--- src/hw/rtl/sor_pkg.sv ---
// Shared types, codes and arithmetic helpers of the 1-D over-relaxation Poisson solver.
package sor_pkg;

  localparam int MaxPoints     = 64;
  localparam int AddrW         = $clog2(MaxPoints);
  localparam int CheckInterval = 25;
  localparam int ModW          = (CheckInterval > 1) ? $clog2(CheckInterval) : 1;
  localparam int SweepW        = 20;
  localparam int CfgIdxW       = 3;
  localparam int CfgDataW      = 48;

  // commands
  localparam logic [1:0] CMD_LOAD  = 2'd0;
  localparam logic [1:0] CMD_SOLVE = 2'd1;
  localparam logic [1:0] CMD_READ  = 2'd2;

  // configuration register indexes
  localparam logic [CfgIdxW-1:0] CFG_GRID_POINTS    = 3'd0;
  localparam logic [CfgIdxW-1:0] CFG_SOURCE_GAIN    = 3'd1;
  localparam logic [CfgIdxW-1:0] CFG_RELAX_FACTOR   = 3'd2;
  localparam logic [CfgIdxW-1:0] CFG_RESIDUAL_LIMIT = 3'd3;
  localparam logic [CfgIdxW-1:0] CFG_MAX_SWEEPS     = 3'd4;

  // datapath steps
  localparam logic [3:0] DP_NOP      = 4'd0;
  localparam logic [3:0] DP_LATCH    = 4'd1;
  localparam logic [3:0] DP_BND      = 4'd2;
  localparam logic [3:0] DP_SWP_INIT = 4'd3;
  localparam logic [3:0] DP_RES_INIT = 4'd4;
  localparam logic [3:0] DP_BLOAD    = 4'd5;
  localparam logic [3:0] DP_MUL      = 4'd6;
  localparam logic [3:0] DP_SRC      = 4'd7;
  localparam logic [3:0] DP_G        = 4'd8;
  localparam logic [3:0] DP_D        = 4'd9;
  localparam logic [3:0] DP_Q        = 4'd10;
  localparam logic [3:0] DP_R1       = 4'd11;
  localparam logic [3:0] DP_R2       = 4'd12;
  localparam logic [3:0] DP_R3       = 4'd13;

  typedef struct packed {
    logic [1:0]         cmd;
    logic [5:0]         point_index;
    logic signed [31:0] charge_value;
    logic signed [31:0] left_potential;
    logic signed [31:0] right_potential;
  } sor_in_t;

  typedef struct packed {
    logic signed [31:0] potential_value;
    logic               converged;
    logic [SweepW-1:0]  sweeps_done;
  } sor_out_t;

  typedef struct packed {
    logic [6:0]        grid_points;
    logic [31:0]       source_gain;
    logic [14:0]       relax_factor;
    logic [47:0]       residual_limit;
    logic [SweepW-1:0] max_sweeps;
  } cfg_t;

  typedef struct packed {
    logic [3:0]       step;
    logic             chg_we;
    logic             chg_re;
    logic [AddrW-1:0] chg_addr;
    logic             pot_we;
    logic [AddrW-1:0] pot_waddr;
    logic             pot_re;
    logic [AddrW-1:0] pot_raddr;
  } ctl_t;

  typedef struct packed {
    logic               changed;
    logic               below_limit;
    logic signed [31:0] rd_data;
  } sts_t;

  function automatic logic signed [31:0] sat32(input logic signed [79:0] v);
    logic signed [31:0] r;
    if (v[79:31] == {49{v[79]}}) r = v[31:0];
    else if (v[79]) r = 32'sh8000_0000;
    else r = 32'sh7fff_ffff;
    return r;
  endfunction

endpackage

--- src/hw/rtl/sor_ctrl.sv ---
// Controller: command handshake, result register and the sweep/residual sequencer.
module sor_ctrl import sor_pkg::*; (
  input  logic     clk_i,
  input  logic     rst_ni,
  input  cfg_t     cfg_i,
  input  logic     in_valid_i,
  input  sor_in_t  in_i,
  output logic     in_stall_o,
  output logic     out_valid_o,
  input  logic     out_stall_i,
  output sor_out_t out_data_o,
  input  sts_t     sts_i,
  output ctl_t     ctl_o
);

  localparam logic [3:0] ST_IDLE  = 4'd0;
  localparam logic [3:0] ST_BND   = 4'd1;
  localparam logic [3:0] ST_WINIT = 4'd2;
  localparam logic [3:0] ST_BLOAD = 4'd3;
  localparam logic [3:0] ST_RD    = 4'd4;
  localparam logic [3:0] ST_MUL   = 4'd5;
  localparam logic [3:0] ST_SRC   = 4'd6;
  localparam logic [3:0] ST_G     = 4'd7;
  localparam logic [3:0] ST_D     = 4'd8;
  localparam logic [3:0] ST_Q     = 4'd9;
  localparam logic [3:0] ST_R1    = 4'd10;
  localparam logic [3:0] ST_R2    = 4'd11;
  localparam logic [3:0] ST_R3    = 4'd12;
  localparam logic [3:0] ST_SDEC  = 4'd13;
  localparam logic [3:0] ST_RDEC  = 4'd14;

  logic [3:0] state_q;
  logic [AddrW-1:0] i_q;
  logic [SweepW-1:0] it_q, cnt_q;
  logic [ModW-1:0] m_q, m_next;
  logic conv_q, res_q, pend_q, pend_rd_q, out_valid_q;
  sor_out_t out_q;

  logic [6:0] n_pts;
  logic [AddrW-1:0] last_i, right_addr;
  logic out_free, can_accept, acc, more, chk_ok;
  logic [SweepW:0] it_next, next_chk;

  always_comb begin
    if (cfg_i.grid_points < 7'd3) n_pts = 7'd3;
    else if (cfg_i.grid_points > 7'(MaxPoints)) n_pts = 7'(MaxPoints);
    else n_pts = cfg_i.grid_points;
  end
  assign last_i     = AddrW'(n_pts - 7'd2);
  assign right_addr = AddrW'(n_pts - 7'd1);

  assign out_free   = !out_valid_q || !out_stall_i;
  assign can_accept = (state_q == ST_IDLE) && (!pend_q || out_free);
  assign in_stall_o = !can_accept;
  assign acc        = in_valid_i && can_accept;

  assign it_next  = {1'b0, it_q} + 1'b1;
  assign more     = it_next < {1'b0, cfg_i.max_sweeps};
  assign next_chk = {1'b0, it_q} + (SweepW+1)'(CheckInterval) - (SweepW+1)'(m_q);
  assign chk_ok   = next_chk < {1'b0, cfg_i.max_sweeps};
  assign m_next   = (m_q == ModW'(CheckInterval - 1)) ? '0 : m_q + 1'b1;

  always_comb begin
    ctl_o = '0;
    case (state_q)
      ST_IDLE: begin
        if (acc) begin
          case (in_i.cmd)
            CMD_LOAD: begin
              ctl_o.chg_we   = 1'b1;
              ctl_o.chg_addr = in_i.point_index;
            end
            CMD_SOLVE: begin
              ctl_o.step      = DP_LATCH;
              ctl_o.pot_we    = 1'b1;
              ctl_o.pot_waddr = '0;
            end
            CMD_READ: begin
              ctl_o.pot_re    = 1'b1;
              ctl_o.pot_raddr = in_i.point_index;
            end
            default: ;
          endcase
        end
      end
      ST_BND: begin
        ctl_o.step      = DP_BND;
        ctl_o.pot_we    = 1'b1;
        ctl_o.pot_waddr = right_addr;
      end
      ST_WINIT: begin
        ctl_o.step      = res_q ? DP_RES_INIT : DP_SWP_INIT;
        ctl_o.pot_re    = 1'b1;
        ctl_o.pot_raddr = AddrW'(1);
      end
      ST_BLOAD: ctl_o.step = DP_BLOAD;
      ST_RD: begin
        ctl_o.pot_re    = 1'b1;
        ctl_o.pot_raddr = i_q + 1'b1;
        ctl_o.chg_re    = 1'b1;
        ctl_o.chg_addr  = i_q;
      end
      ST_MUL: ctl_o.step = DP_MUL;
      ST_SRC: ctl_o.step = DP_SRC;
      ST_G:   ctl_o.step = DP_G;
      ST_D:   ctl_o.step = DP_D;
      ST_Q: begin
        ctl_o.step      = DP_Q;
        ctl_o.pot_we    = 1'b1;
        ctl_o.pot_waddr = i_q;
      end
      ST_R1: ctl_o.step = DP_R1;
      ST_R2: ctl_o.step = DP_R2;
      ST_R3: ctl_o.step = DP_R3;
      default: ;
    endcase
  end

  always_ff @(posedge clk_i or negedge rst_ni) begin
    if (!rst_ni) begin
      state_q     <= ST_IDLE;
      i_q         <= '0;
      it_q        <= '0;
      m_q         <= '0;
      cnt_q       <= '0;
      conv_q      <= 1'b0;
      res_q       <= 1'b0;
      pend_q      <= 1'b0;
      pend_rd_q   <= 1'b0;
      out_valid_q <= 1'b0;
    end else begin
      // move a pending result into the output register
      if (pend_q && out_free) begin
        // a new load, read or no-op transaction refills the slot below
        if (!(acc && in_i.cmd != CMD_SOLVE)) pend_q <= 1'b0;
        out_valid_q <= 1'b1;
      end else if (!out_stall_i) begin
        out_valid_q <= 1'b0;
      end
      case (state_q)
        ST_IDLE: begin
          if (acc) begin
            if (in_i.cmd == CMD_SOLVE) begin
              state_q <= ST_BND;
            end else begin
              pend_q    <= 1'b1;
              pend_rd_q <= (in_i.cmd == CMD_READ);
            end
          end
        end
        ST_BND: begin
          conv_q <= 1'b0;
          cnt_q  <= cfg_i.max_sweeps;
          it_q   <= '0;
          m_q    <= '0;
          res_q  <= 1'b0;
          i_q    <= AddrW'(1);
          if (cfg_i.max_sweeps == '0) begin
            pend_q    <= 1'b1;
            pend_rd_q <= 1'b0;
            state_q   <= ST_IDLE;
          end else begin
            state_q <= ST_WINIT;
          end
        end
        ST_WINIT: state_q <= ST_BLOAD;
        ST_BLOAD: state_q <= ST_RD;
        ST_RD:    state_q <= ST_MUL;
        ST_MUL:   state_q <= ST_SRC;
        ST_SRC:   state_q <= res_q ? ST_R1 : ST_G;
        ST_G:     state_q <= ST_D;
        ST_D:     state_q <= ST_Q;
        ST_Q: begin
          if (i_q == last_i) state_q <= ST_SDEC;
          else begin
            i_q     <= i_q + 1'b1;
            state_q <= ST_RD;
          end
        end
        ST_R1: state_q <= ST_R2;
        ST_R2: state_q <= ST_R3;
        ST_R3: begin
          if (i_q == last_i) state_q <= ST_RDEC;
          else begin
            i_q     <= i_q + 1'b1;
            state_q <= ST_RD;
          end
        end
        ST_SDEC: begin
          i_q <= AddrW'(1);
          if (m_q == '0 || !sts_i.changed) begin
            res_q   <= 1'b1;
            state_q <= ST_WINIT;
          end else if (more) begin
            it_q    <= it_next[SweepW-1:0];
            m_q     <= m_next;
            state_q <= ST_WINIT;
          end else begin
            pend_q    <= 1'b1;
            pend_rd_q <= 1'b0;
            state_q   <= ST_IDLE;
          end
        end
        ST_RDEC: begin
          i_q   <= AddrW'(1);
          res_q <= 1'b0;
          if (m_q == '0) begin
            if (sts_i.below_limit) begin
              conv_q    <= 1'b1;
              cnt_q     <= it_next[SweepW-1:0];
              pend_q    <= 1'b1;
              pend_rd_q <= 1'b0;
              state_q   <= ST_IDLE;
            end else if (sts_i.changed && more) begin
              it_q    <= it_next[SweepW-1:0];
              m_q     <= m_next;
              state_q <= ST_WINIT;
            end else begin
              pend_q    <= 1'b1;
              pend_rd_q <= 1'b0;
              state_q   <= ST_IDLE;
            end
          end else begin
            // no potential moved: the state is fixed, so jump to the next check
            if (chk_ok && sts_i.below_limit) begin
              conv_q <= 1'b1;
              cnt_q  <= SweepW'(next_chk + 1'b1);
            end
            pend_q    <= 1'b1;
            pend_rd_q <= 1'b0;
            state_q   <= ST_IDLE;
          end
        end
        default: state_q <= ST_IDLE;
      endcase
    end
  end

  always_ff @(posedge clk_i) begin
    if (pend_q && out_free) begin
      out_q.potential_value <= pend_rd_q ? sts_i.rd_data : 32'sd0;
      out_q.converged       <= conv_q;
      out_q.sweeps_done     <= cnt_q;
    end
  end

  assign out_valid_o = out_valid_q;
  assign out_data_o  = out_q;

  a_busy_stalls: assert property (@(posedge clk_i) disable iff (!rst_ni)
    state_q != ST_IDLE |-> in_stall_o)
    else $error("input taken while a solve is running");

  a_solve_starts: assert property (@(posedge clk_i) disable iff (!rst_ni)
    (in_valid_i && !in_stall_o && in_i.cmd == CMD_SOLVE) |=> state_q == ST_BND)
    else $error("solve transaction did not start the sequencer");

  a_conv_count: assert property (@(posedge clk_i) disable iff (!rst_ni)
    $rose(conv_q) |-> cnt_q != '0)
    else $error("convergence flagged with zero sweeps");

  a_point_range: assert property (@(posedge clk_i) disable iff (!rst_ni)
    state_q == ST_RD |-> ({1'b0, i_q} < n_pts - 7'd1))
    else $error("point index left the interior");

  a_pend_held: assert property (@(posedge clk_i) disable iff (!rst_ni)
    (pend_q && !out_free) |=> pend_q)
    else $error("pending result dropped while output blocked");

endmodule

--- config.mk ---
export PLATFORM = sky130hd
export DESIGN_NAME = sor_ctrl
export DESIGN_NICKNAME = d
export VERILOG_FILES = /design/src/hw/rtl/sor_pkg.sv /design/src/hw/rtl/sor_ctrl.sv
export SDC_FILE = /design/constraint.sdc
export NUM_CORES = 1
export LEC_CHECK = 0
export BUFFER_PORTS_ARGS = -buffer_cell sky130_fd_sc_hd__buf_2
export CORE_UTILIZATION = 50
export DETAILED_ROUTE_END_ITERATION = 10
export PLACE_DENSITY_LB_ADDON = 0.2
export SETUP_SLACK_MARGIN = 0.05
export SLEW_MARGIN = 20
export SYNTH_ARGS = -nofsm -noshare
export SYNTH_HDL_FRONTEND = slang
export SYNTH_SLANG_ARGS = --single-unit
--- constraint.sdc ---
create_clock -name clk_i -period 6.02 [get_ports clk_i]
set_clock_uncertainty 0.1 [all_clocks]
set_input_delay 0.602 -clock clk_i [delete_from_list [all_inputs] [get_ports clk_i]]
set_output_delay 0.602 -clock clk_i [all_outputs]
set_load 0.02 [all_outputs]
==> out/results.tsv <==
metric	value	unit
core_area	17180	um^2
period_minus_slack	5.657	ns
num-nets-final	1456	
worstPathMaxFanout	37	
clk_latency	0.43	ns
synth-simple-area-share	18.99	%
setup_tns	0	ns
cts-root-buf	clkbuf_16	
crit_arrival	5.87	ns
start_kind	flip-flop	
setup_slack	0.3626	ns
dp_slack	0.5383	ns
detailed_place_hpwl	19440	um
synth_ff_type	dfrtp_1	
hp-class	in2async	
num_vias	7897	
io_pins	345	
synth_top_cell_by_area	edfxtp_1	
synth-xor-area-share	6.178	%
r2r_end	cnt_q[2]$_DFFE_PN0P_	
vias_per_cell	5.871	
path_clk_slew	0.06	ns
synth-compound-area-share	20.91	%
numCtsBuffers	17	
netlist_top_cells_count	84 x ha_1, 84 x nand2_1, 69 x inv_1	
drc	1	
synth_top_family_by_area	compound AO/OA/AOI/OAI gates	
pwr-share-seq	35.2	%
p_comb_share	36.2	%
drt_first_pass_iters	8	
pwr-share-clk	28.6	%
cts_tree	done	
ys_top_cells_by_area	edfxtp_1 18%, dfrtp_1 17%, ha_1 12%	
p_sw	1.492	mW
synth_nets	1318	
start_util	50.94	%
max_freq	176.8	MHz
areaGrowthSynthToFinish	17.83	%
synth-seq-area-share	35.35	%
synthMuxAreaShare	1.173	%
clock_path_buffers	2	
place_congestion	0.9405	
crit_family	compound AO/OA/AOI/OAI gates	
path_buf_inv	3	
htree_levels	4	
synth_edf_count	53	
synthAdderAreaFrac	12.24	%
path_cells	inv_1 -> ha_1 -> ha_1 -> a211oi_1 -> o211ai_1 -> a21oi_2 -> o21ai_1 -> a31o_1 -> xnor2_1 -> inv_2 -> ha_1 -> o21a_1 -> o21ai_0 -> nor3_1 -> a21boi_0 -> a41oi_1 -> a31oi_1 -> a21oi_2 -> buf_12 -> mux2_2	
rows	48	
dieArea	18030	um^2
worstSetupPathType	reg2reg	
ys_seq_elements	113	
final_hold_viol_count	0	
clock-sinks	113	
end_kind	flip-flop	
yosysUniqueCellTypes	86	
outcome	finished, violations left	
ff2ff_setup_slack	0.36	ns
die_h	134.3	um
synthCells	969	
violations	design-rule violations	
fin_crit_sh	93.98	%
ys_async_sr_fraction	53.10	%
worst_pin_slew	1.002	ns
grt_max_degree	61	
slew_violations	0	
p_leak	4.720	nW
synth_top_area_share	18.19	%
r2r_cells	20	
rsz0062_at_grt	false	
synth_warnings	0	
drv_cap	0	
synth.avg_cell_area	9.030	um^2
diodes	0	
worstPathRequired	6.24	ns
wl_per_cell	19.02	um
cp_common_cell	ha_1	
port_buffers	153	
p_int	2.112	mW
power	3.603	mW
drtIter0Drc	792	
die_x	134.3	um
antenna_found_initial	1	
max_stage_delay	0.48	ns
fill_cells	1525	
fin_util	60.02	%
synth_area	8750	um^2
grt_pass1_wl	39910	um
wl	25580	um
grt_pass1_vias	7134	
track_usage	28.99	%
ir_drop	222.1	uV
rr_startpoint	m_q[2]$_DFFE_PN0P_	
detail-route-antenna-nets	0	
swShare	41.39	%
slew_headroom	32.55	%
cts_setup_buffers	0	
power_density	349.5	nW/um^2
gr-total-overflow	0	
drive_gt1_share	21.25	%
slowest_stage	a211oi_1	
setup_viol	0	
==> through the flow <==
step / cells / hold slack, ns / instance area (um^2)
5_1_grt: 1345 / 0.3192 / 10310
2_1_floorplan: 969 / 0.2064 / 8750
3_5_place_dp: 1313 / 0.3360 / 9708
6_report: 1345 / 0.2389 / 10310
4_1_cts: 1345 / 0.2798 / 10300
3_3_place_gp: 1313 / 0.3304 / 9708
==> flip-flops by register name, indices dropped and copies added (netlist names) <==
register / cells
cnt_q: 20
conv_q: 1
i_q: 6
it_q: 20
m_q: 5
out_data_o: 53
out_valid_o: 1
pend_q: 1
pend_rd_q: 1
res_q: 1
state_q: 4
==> repair_timing <==
action / 4_1_cts / 5_1_grt
hold buffers: 0 / 0
gates resized for setup: 0 / 1
endpoints found under the setup margin: 0 / 1
==> worst max-delay path by stage <==
stage | from | to | slack [ns] | cells after the start
finish | m_q[2]$_DFFE_PN0P_ | cnt_q[2]$_DFFE_PN0P_ | 0.36 | 20
global route | m_q[2]$_DFFE_PN0P_ | cnt_q[2]$_DFFE_PN0P_ | 0.02 | 18
CTS | m_q[2]$_DFFE_PN0P_ | cnt_q[2]$_DFFE_PN0P_ | 0.50 | 20
detailed placement | m_q[2]$_DFFE_PN0P_ | cnt_q[2]$_DFFE_PN0P_ | 0.54 | 20
global placement | m_q[2]$_DFFE_PN0P_ | cnt_q[2]$_DFFE_PN0P_ | 0.57 | 20
floorplan | out_stall_i | out_data_o[0]$_DFFE_PP_ | 0.89 | 1
==> power by group through the flow <==
stage / sequential (mW) / combinational [mW] / clock [mW]
2_1_floorplan: 1.30 / 0.846 / 0
3_3_place_gp: 1.27 / 1.29 / 0
3_5_place_dp: 1.28 / 1.30 / 0
4_1_cts: 1.27 / 1.31 / 1.04
5_1_grt: 1.30 / 1.42 / 1.07
6_report: 1.27 / 1.31 / 1.03
==> cell usage in the layout (no fill, tap or decap), types with 12 or more instances in the layout <==
master | synthesis | layout
nor3_1 | 17 | 17
xnor2_1 | 42 | 42
clkbuf_16 | 0 | 17
and2_1 | 35 | 35
nand3_1 | 36 | 36
inv_1 | 69 | 69
buf_2 | 10 | 153
nor2_1 | 61 | 60
nand4_1 | 12 | 12
a21o_1 | 19 | 19
nand2_1 | 84 | 84
edfxtp_1 | 53 | 53
o21ai_0 | 60 | 60
a211oi_1 | 12 | 12
xor2_1 | 16 | 16
ha_1 | 84 | 84
o211ai_1 | 14 | 14
a31oi_1 | 14 | 14
dfrtp_1 | 60 | 60
a21oi_1 | 57 | 57
==> cells by family (layout without fill, tap and decap cells) <==
kind of cell / after synthesis / after routing
adders and majority gates: 85 / 85
DFF: 113 / 113
and+or+nand+nor: 319 / 319
muxes: 10 / 10
AOI/OAI and AO/OA: 269 / 269
xor gates and xnor gates: 60 / 60
buffers and inverters: 113 / 264
==> layer usage <==
layer | up-vias | track usage, % | wire (um)
met1 | 3837 | 42.48 | 12040
met3 | 39 | 4.611 | 1333
met5 | - | 0 | 0
li1 | 3810 | - | -
met2 | 211 | 43.67 | 11640
met4 | 0 | 8.989 | 565
==> area by class of cell <==
class / count / area (um^2) / area share, %
flip-flops and latches: 113 / 3093 / 30.00
inverters: 70 / 262.8 / 2.549
clock buffers: 17 / 425.4 / 4.126
repair buffers: 162 / 845.8 / 8.204
clock inverters: 15 / 165.2 / 1.602
well taps: 225 / 281.5 / 2.731
multi-input cells: 743 / 5236 / 50.79
No activity file was read; power rests on OpenSTA's default activity.
